File: config.mk
export PLATFORM = sky130hd
export DESIGN_NAME = lpht_hash
export DESIGN_NICKNAME = d
export VERILOG_FILES = /design/src/hdl/lpht_pkg.sv /design/src/hdl/lpht_hash.sv
export SDC_FILE = /design/constraint.sdc
export NUM_CORES = 1
export LEC_CHECK = 0
export BUFFER_PORTS_ARGS = -buffer_cell sky130_fd_sc_hd__buf_2
export CORE_AREA = 2 2 105 107
export CTS_CLUSTER_DIAMETER = 40
export CTS_CLUSTER_SIZE = 16
export DETAILED_ROUTE_END_ITERATION = 8
export DIE_AREA = 0 0 107 109
export PLACE_DENSITY = 0.74
export RECOVER_POWER = 25
export SKIP_LAST_GASP = 1
export SYNTH_ARGS = -nofsm -noshare
export SYNTH_HDL_FRONTEND = slang
export SYNTH_SLANG_ARGS = --single-unit
File: constraint.sdc
create_clock -name clk -period 7.1 [get_ports clk]
set_clock_uncertainty 0.1 [all_clocks]
set_input_delay 1.775 -clock clk [delete_from_list [all_inputs] [get_ports clk]]
set_output_delay 1.775 -clock clk [all_outputs]
set_load 0.02 [all_outputs]
File: src/hdl/lpht_pkg.sv
`timescale 1ns / 1ps

package lpht_pkg;

    localparam int CAPACITY   = 256;
    localparam int IDX_BITS   = 8;
    localparam int KEY_BITS   = 32;
    localparam int DATA_BITS  = 32;
    localparam int CNT_BITS   = 9;
    localparam logic [31:0] HASH_MULT = 32'h9E3779B1;
    localparam logic [CNT_BITS-1:0] MAX_FILL_RESET = 9'd192;

    typedef enum logic [2:0] {
        CMD_INSERT = 3'd0,
        CMD_LOOKUP = 3'd1,
        CMD_REMOVE = 3'd2,
        CMD_CLEAR  = 3'd3,
        CMD_READ   = 3'd4
    } cmd_t;

    typedef enum logic [3:0] {
        ST_INSERTED = 4'd0,
        ST_REPLACED = 4'd1,
        ST_FOUND    = 4'd2,
        ST_ABSENT   = 4'd3,
        ST_REMOVED  = 4'd4,
        ST_FULL     = 4'd5,
        ST_CLEARED  = 4'd6,
        ST_EMPTY    = 4'd7,
        ST_USED     = 4'd8
    } status_t;

    typedef enum logic [3:0] {
        S_IDLE,
        S_HASH,
        S_PROBE_RD,
        S_PROBE_CHK,
        S_SHIFT_RD,
        S_SHIFT_HASH,
        S_SHIFT_CHK,
        S_DONE
    } state_t;

    typedef struct packed {
        logic [2:0]           command;
        logic [KEY_BITS-1:0]  key;
        logic [DATA_BITS-1:0] data_in;
        logic [7:0]           slot_index;
    } in_word_t;

    typedef struct packed {
        logic [3:0]           status;
        logic [DATA_BITS-1:0] data_out;
        logic [CNT_BITS-1:0]  entry_count;
    } out_word_t;

    // Home bucket: multiplicative hash, the low index bits of the upper half (bits 23:16).
    function automatic logic [IDX_BITS-1:0] home_of(input logic [31:0] prod);
        return prod[16 +: IDX_BITS];
    endfunction

endpackage

File: src/hdl/lpht_hash.sv
`timescale 1ns / 1ps

// Shared hash multiplier with a registered product.
module lpht_hash
    import lpht_pkg::*;
(
    input  logic                clk,
    input  logic [KEY_BITS-1:0] key,
    output logic [IDX_BITS-1:0] home
);

    logic [31:0] prod_reg;
    logic [31:0] prod_next;

    always_comb
    begin
        prod_next = key * HASH_MULT;
    end

    always_ff @(posedge clk)
    begin
        prod_reg <= prod_next;
    end

    assign home = home_of(prod_reg);

endmodule
==> results.yml, run 1 <==
floorplan:
  start_util_pct: 43.9
  die_y_um: 109
  core_area_um2: 10600
  rows: 38
  die_w_um: 107
  dieArea_um2: 11700
  ios: 41
setup_path:
  cp-end-kind: "register"
  required_ps: 7100
  cp-startpoint: "key[7]"
  worstSetupStartpointType: "input port"
  cpLargestDelayFamily: "adder cells"
  cpMaxStageDelayCell: "fa_1"
  crit_buf_inv: 6
  critPathMaxStageDelay_ps: 550
  critical_path.cell_chain: "buf_2 > inv_2 > buf_4 > fa_1 > fa_1 > fa_1 > inv_1 > fa_1 > fa_1 > fa_1 > inv_1 > fa_1 > inv_1 > ha_1 > a21o_1 > a2111oi_4 > xnor2_1"
  cp.arrival_ps: 6890
  crit_fanout: 4
  worstSetupPathType: "in -> reg"
  crit_top_cell: "fa_1"
cells_and_area:
  multi_input_area_um2: 3830
  largest_reg_flops: 8
  finish.utilization_pct: 49.9
  syn2layout_area_growth_pct: 13.6
  post_route_cells_drive_above_1_share_pct: 13.9
  final_cell_mix: "inv_1, ha_1, fa_1, buf_4, buf_2"
  n_antenna_cell: 0
  seqCellArea_um2: 160
  nets: 764
  fill_cells: 952
  final_common_cell: "inv_1"
placement:
  gp_congestion: 0.944
  port_buffers: 32
  dpl.hpwl_mm: 9.24
detailed_routing:
  first_pass_iters: 4
  viasPerCell: 4.60
  drtIter0Drc: 121
  routed_wl_mm: 9.61
  ant_nets: 0
  vias: 3063
  avgRoutedWirePerCell_um: 14.4
  drc: 0
yosys:
  avgSynthCellArea_um2: 10.2
  yosysSeqAreaShare_pct: 3.44
  synth_area_um2: 4660
  synth_fp_nets: 693
  yosys_warnings: 0
  synth.distinct_cells: 23
  synth_cells: 457
  ys_ff_latch: 8
sta:
  rsz0062_at_grt: "true"
  max_slew_margin_pct: 73.8
  min_period_ps: 6890
  period_share_pct: 97.1
  finalSetupViolCount: 0
  tightestPinTransition_ps: 390
  fmax_ghz: 0.145
  slew_viol_final: 0
  hold_violations: 0
global_route:
  grt_pass1_wl_mm: 16.4
  antenna_found_initial: 0
  grt_use_met1_pct: 23.5
  overflow: 0
  busiest_layer: "met2"
  grt_usage_pct: 18.2
  met3_usage_pct: 1.02
  grtUsageMet2_pct: 33.8
  grt_max_degree: 8
  grt_pass1_vias: 3548
clock_tree:
  hold_buffers: 0
  path_clk_slew_ps: 40
  cts_tree: "built"
  clockBufferDepth: 2
  clock_sinks: 8
  htreeDepth: 1
  cts-root-buf: "clkbuf_8"
  cts_buffers: 3
flow_run:
  maxCapViolations: 0
status:
  run_status: "finished clean"
hold_path:
  hold_start: "key[23]"
  hp-class: "in -> reg"
-- synthesized netlist by cell type --
master | number | area [µm²]
a2111oi_4 | 1 | 27.5
a21o_1 | 5 | 37.5
a21oi_1 | 5 | 25.0
a221oi_4 | 1 | 26.3
a2bb2oi_1 | 1 | 8.76
a31oi_1 | 1 | 6.26
a41oi_1 | 1 | 8.76
and4_1 | 1 | 8.76
dfxtp_1 | 8 | 160
fa_1 | 98 | 1960
ha_1 | 105 | 1310
inv_1 | 178 | 668
nand2_1 | 2 | 7.51
nand3_1 | 1 | 5.00
nand4_1 | 2 | 12.5
nor2_1 | 1 | 3.75
nor3_1 | 1 | 5.00
o21ai_0 | 3 | 15.0
o21ai_1 | 4 | 20.0
o21bai_1 | 1 | 7.51
or4_4 | 1 | 11.3
xnor2_1 | 28 | 245
xor2_1 | 8 | 70.1
-- timing repair --
item | CTS | global route
buffers inserted | 0 | 1
setup endpoints to repair | 0 | 3
gates resized for setup | 0 | 4
-- cell families after synthesis --
family          synth area share, %
flops                          3.44
buf+inv                        14.4
fa+ha+maj                      70.4
xor+xnor                       6.77
compound gates                 3.92
simple gates                   1.16
-- metrics by stage --
step / setup slack [ps] / area (µm²) / hold WS (ps) / setup TNS, ps / cells
2_1_floorplan: 119 / 4660 / 2010 / 0 / 457
3_3_place_gp: -70.8 / 5240 / 2090 / -80.5 / 662
3_5_place_dp: -149 / 5240 / 2090 / -244 / 662
4_1_cts: 78.7 / 5280 / 2280 / 0 / 665
5_1_grt: -4.92 / 5290 / 2340 / -4.92 / 666
6_report: 207 / 5290 / 2270 / 0 / 666
-- tightest hold or removal path, stage by stage --
cell and delay (ps):
buf_2 90, xnor2_1 120, xnor2_1 80, xnor2_1 140, xnor2_1 200, xnor2_1 160
-- per-layer routing --
layer	vias to the layer above	routed length [µm]	part of all wire [%]
li1	1479	-	-
met5	-	0	0
met1	1525	4160	43
met3	10	346	3.6
met4	0	121	1.3
met2	49	4980	52
-- worst paths after layout --
path / depth (start not counted) / end / slack (ps)
worst max-delay path: 17 / prod_reg[23] / 210
worst min-delay path: 6 / prod_reg[23] / 2270
-- layout make-up --
class	instances	share of cell area, %
sequential	8	3.03
multi-input combinational	271	72.5
inverter	178	12.6
tap	140	3.31
timing repair buffer	66	7.79
clock buffer	3	0.781
Power of run 1 is not shown: default switching activity piles up to over one toggle a cycle in this logic, so the estimate is an artifact.
==> run 2, diff against run 1 <==
- ABC_AREA: unset -> 1
- CORE_AREA: 2 2 105 107 -> 2 2 111 113
- DIE_AREA: 0 0 107 109 -> 0 0 113 115
- PLACE_DENSITY: 0.74 -> 0.73
==> run 2 against run 1 <==
  * The flow now finishes with violations (design-rule violations)
  * Final area increased by 8.9%
  * Flip-flop and latch count unchanged
  * Sequential share of layout area shrank 0.25 points
  * Synthesized area up 11%
  * Utilization fell by 1.1 points
  * Die area rose by 11%
  * First-iteration DRC count increased by 16%
  * Global-route usage fell by 0.42 points
  * Count of clock-buffer cells in the layout unchanged
  * Synthesized cell count rose by 37%
  * Via count is 24% higher
  * Wire length grew 12%
  * Critical path type unchanged
  * Largest cell class unchanged
  * Highest routed layer unchanged
==> results.yml, run 2 <==
yosys:
  avgSynthCellArea_um2: 8.24
  synth_top_area_share_pct: 37.9
  yosys_warnings: 0
  synth_top_family_by_area: "adder cells"
  synth.top_cells.by_count: "inv_1, ha_1, nand2_1"
  synth_compound_area_share_pct: 2.97
  ys.flop_type: "dfxtp_1"
  async_flop_share_pct: 0
  synthSimpleGateAreaFrac_pct: 13.3
  yosysSeqAreaShare_pct: 3.09
  ys_ff_latch: 8
  synthMuxAreaShare_pct: 0
  synth_cells: 628
  synth-xor-area-share_pct: 1.18
  synthAdderAreaFrac_pct: 63.3
  synth_area_um2: 5180
  synth_edf_count: 0
  synth_top_area_cell: "fa_1"
  synth_area_leaders: "fa_1, ha_1, inv_1"
  synth_fp_nets: 864
  synth.distinct_cells: 22
  synth_most_common_cell: "inv_1"
detailed_routing:
  drtIter0Drc: 140
  first_pass_iters: 6
  vias: 3805
  avgRoutedWirePerCell_um: 12.9
  drc: 2
  routed_wl_mm: 10.7
  ant_nets: 0
  viasPerCell: 4.57
global_route:
  grt_pass1_wl_mm: 18.3
  grt_max_degree: 11
  overflow: 0
  antenna_found_initial: 0
  grt_usage_pct: 17.7
  grt_pass1_vias: 4082
cells_and_area:
  syn2layout_area_growth_pct: 11.2
  final_common_cell: "inv_1"
  nets: 923
  n_antenna_cell: 0
  fill_cells: 1137
  final_cell_mix: "inv_1, ha_1, nand2_1, fa_1, buf_2"
  largest_reg_flops: 8
  post_route_cells_drive_above_1_share_pct: 11.4
sta:
  period_share_pct: 96.4
  max_slew_margin_pct: 78.5
  hold_violations: 0
  rsz0062_at_grt: "false"
  tightestPinTransition_ps: 322
  slew_viol_final: 0
  whs_ps: 2220
  min_period_ps: 6840
  finalSetupViolCount: 0
  fmax_ghz: 0.146
status:
  failed_checks: "design-rule violations"
  run_status: "complete, but fails checks"
setup_path:
  crit_fanout: 4
  worstSetupPathType: "in -> reg"
  cp-end-kind: "register"
  critical_path.cell_chain: "buf_2 > inv_1 > fa_1 > fa_1 > inv_1 > fa_1 > fa_1 > fa_1 > fa_1 > inv_1 > fa_1 > inv_1 > ha_1 > a21oi_1 > o21bai_1 > a21oi_1 > nand2_2 > nand3_1 > nand2_1"
  worstSetupStartpointType: "input port"
  cp.arrival_ps: 6840
  crit_top_cell: "fa_1"
  cpMaxStageDelayCell: "fa_1"
  cpLargestDelayFamily: "adder cells"
  required_ps: 7090
  crit_buf_inv: 5
  critPathMaxStageDelay_ps: 560
clock_tree:
  clockBufferDepth: 2
  path_clk_slew_ps: 30
  hold_buffers: 0
  cts-root-buf: "clkbuf_16"
  cts_buffers: 3
  htreeDepth: 1
  clock_sinks: 8
  cts_tree: "built"
floorplan:
  core_area_um2: 11800
  rows: 40
  die_y_um: 115
  ios: 41
  start_util_pct: 43.8
  dieArea_um2: 13000
  die_w_um: 113
flow_run:
  maxCapViolations: 0
hold_path:
  hp-class: "in -> reg"
  hold-path-endpoint: "prod_reg[17]"
  whs_path_depth: 7
  hold_start: "key[4]"
placement:
  dpl.hpwl_mm: 10.0
  port_buffers: 32
  gp_congestion: 0.883
==> run 2: how the worst max path moves through the flow <==
stage | slack, ps | cells past startpoint | end | startpoint
global route | 20 | 19 | prod_reg[21] | key[6]
finish | 260 | 19 | prod_reg[23] | key[6]
global placement | 70 | 19 | prod_reg[23] | key[7]
CTS | 220 | 19 | prod_reg[23] | key[7]
floorplan | 440 | 18 | prod_reg[23] | key[7]
detailed placement | -3 | 19 | prod_reg[23] | key[7]
==> run 2: repair_timing <==
action	4_1_cts	5_1_grt
buffers inserted	0	0
resized for setup	0	1
endpoints found under the setup margin	0	1
==> run 2: cells by family (layout without fill, tap and decap cells) <==
group	count (synthesis)	in the layout
AOI/OAI and AO/OA	27	27
xor gates and xnor gates	7	7
adders and majority gates	203	203
buffers and inverters	223	280
DFF	8	8
and+or+nand+nor	160	160
==> run 2: through the flow <==
step | util (%) | TNS, ps | cell area (µm²) | cells | setup slack [ps]
after floorplan | - | 0 | 5180 | 628 | 440
after global placement | 48.1 | 0 | 5690 | 829 | 68.5
after detailed placement | 48.1 | -3.19 | 5690 | 829 | -3.19
after CTS | 48.8 | 0 | 5760 | 832 | 219
after global routing | 48.7 | 0 | 5760 | 832 | 15.2
final | 48.7 | 0 | 5760 | 832 | 258
==> run 2: layer usage <==
layer	global-route usage, %	share of wire (%)
met4	5.61	2.9
met1	23.1	45
met3	0.580	2.9
met2	32.2	49
met5	0	0
==> run 2: cell type report <==
class	count	area [µm²]	area share (%)
sequential	8	160	2.78
inverter	223	837	14.5
clock buffer	3	75.1	1.30
timing repair buffer	54	320	5.57
multi-input combinational	397	4180	72.6
tap	147	184	3.20
Power of run 2 is left out for the same reason.
==> run 3, diff against run 2 <==
- BUFFER_PORTS_ARGS: -buffer_cell sky130_fd_sc_hd__buf_2 -> unset
- CAP_MARGIN: unset -> 0
- DONT_BUFFER_PORTS: unset -> 1
- PLACE_DENSITY: 0.73 -> 0.7
==> run 3 against run 2 <==
  * Cell count shrank 6.3%
  * Highest routed layer unchanged
  * Worst setup slack gained 70 ps
  * First-iteration DRC count shrank 24%
  * Count of clock-buffer cells in the layout is the same
  * Wire length grew 2.6%
  * Worst hold slack lost 250 ps
  * Non-clock buffer count shrank 52
  * Via count shrank 2.7%
  * Utilization shrank 2.6 points
  * Final area shrank 5.2%
  * Critical path type unchanged
  * Sequential share of layout area grew 0.15 points
  * The run still ends with design-rule violations left
  * Critical path depth shrank 1
==> results.yml, run 3 (same netlist as run 2, synthesis figures left out) <==
status:
  run_status: "complete, but fails checks"
  failed_checks: "design-rule violations"
global_route:
  grt_usage_pct: 18.5
  grt_pass1_wl_mm: 19.3
  antenna_found_initial: 0
  overflow: 0
  grt_max_degree: 11
  grt_pass1_vias: 4252
detailed_routing:
  ant_nets: 0
  routed_wl_mm: 11.0
  wl_met3_um: 459
  viasPerCell: 4.75
  vias: 3703
  drt-met1-wl_mm: 4.74
  wl_met2_mm: 5.55
  dr.max_layer_used: "met4"
  drtIter0Drc: 107
  first_pass_iters: 7
  avgRoutedWirePerCell_um: 14.1
  drc: 3
floorplan:
  start_util_pct: 43.8
  die_y_um: 115
  die_w_um: 113
  rows: 40
  ios: 41
  core_area_um2: 11800
  dieArea_um2: 13000
sta:
  max_slew_margin_pct: 79.6
  finalSetupViolCount: 0
  rsz0062_at_grt: "false"
  min_period_ps: 6770
  fmax_ghz: 0.148
  hold_violations: 0
  setup_tns_ps: 0
  slew_viol_final: 0
  tightestPinTransition_ps: 303
  period_share_pct: 95.4
placement:
  dpl.hpwl_mm: 10.1
  placed_area_um2: 5380
  gp_congestion: 0.885
  dp.cells: 777
  port_buffers: 0
clock_tree:
  post_cts.repair.setup_buffers: 0
  clock_sinks: 8
  path_clk_slew_ps: 30
  cts-root-buf: "clkbuf_16"
  cts_resized: 0
  cts_tree: "built"
  hold_buffers: 0
  clockBufferDepth: 2
  cts_buffers: 3
  htreeDepth: 1
cells_and_area:
  syn2layout_area_growth_pct: 5.37
  n_antenna_cell: 0
  fill_cells: 1151
  fin_area_um2: 5450
  post_route_cells_drive_above_1_share_pct: 4.74
  finish.utilization_pct: 46.2
  final_cell_mix: "inv_1, ha_1, nand2_1, fa_1, nor2_1"
  final_common_cell: "inv_1"
  largest_reg_flops: 8
  nets: 871
  stdcell_count: 780
setup_path:
  cp-end-kind: "register"
  required_ps: 7110
  cp.arrival_ps: 6780
  worstSetupPathType: "in -> reg"
  worstSetupStartpointType: "input port"
  crit_fanout: 5
flow_run:
  maxCapViolations: 0
hold_path:
  hp-class: "in -> reg"
  hold_start: "key[4]"
  hold-path-endpoint: "prod_reg[17]"
  whs_path_depth: 5
-- run 3: cell count changes in the layout (fill, tap and decap cells not counted), sizes merged --
cell and delta:
buf -48, clkbuf -4, clkinvlp +1, inv -1
-- run 3: per-stage QoR --
step,hold WS (ps),setup WS (ps)
3_3_place_gp,2020,125
2_1_floorplan,2010,440
4_1_cts,1970,283
6_report,1960,328
3_5_place_dp,2020,40.5
5_1_grt,2000,11.1
-- run 3: worst max-delay path, stage by stage --
cell        delay, ps
clkinvlp_4        170
fa_1              520
fa_1              490
inv_1              50
fa_1              520
fa_1              450
fa_1              540
fa_1              560
inv_1              60
fa_1              550
inv_1              50
ha_1              320
a21oi_1           250
o21bai_1           90
a21oi_1           150
nand2_2            70
nand3_1            80
nand2_1            70
-- run 3: worst max-delay path by stage --
stage	from	to	depth (start not counted)
final	key[7]	prod_reg[23]	18
after detailed placement	key[7]	prod_reg[23]	18
after global placement	key[7]	prod_reg[23]	18
after global routing	key[7]	prod_reg[23]	19
after floorplan	key[7]	prod_reg[23]	18
after CTS	key[7]	prod_reg[23]	18
-- run 3: layer usage --
layer  GRT usage, %  vias up
met1           22.6     1772
li1               -     1839
met2           34.6       77
met4           4.72        0
met5              0        -
met3           2.37       15
-- run 3: final cells by class --
class,count,area [µm²],area share (%)
multi-input cells,397,4180,76.6
inverters,223,841,15.4
repair buffers,2,15.0,0.275
flip-flops and latches,8,160,2.94
well taps,147,184,3.37
clock buffers,3,75.1,1.38
Power of run 3 is left out for the same reason.
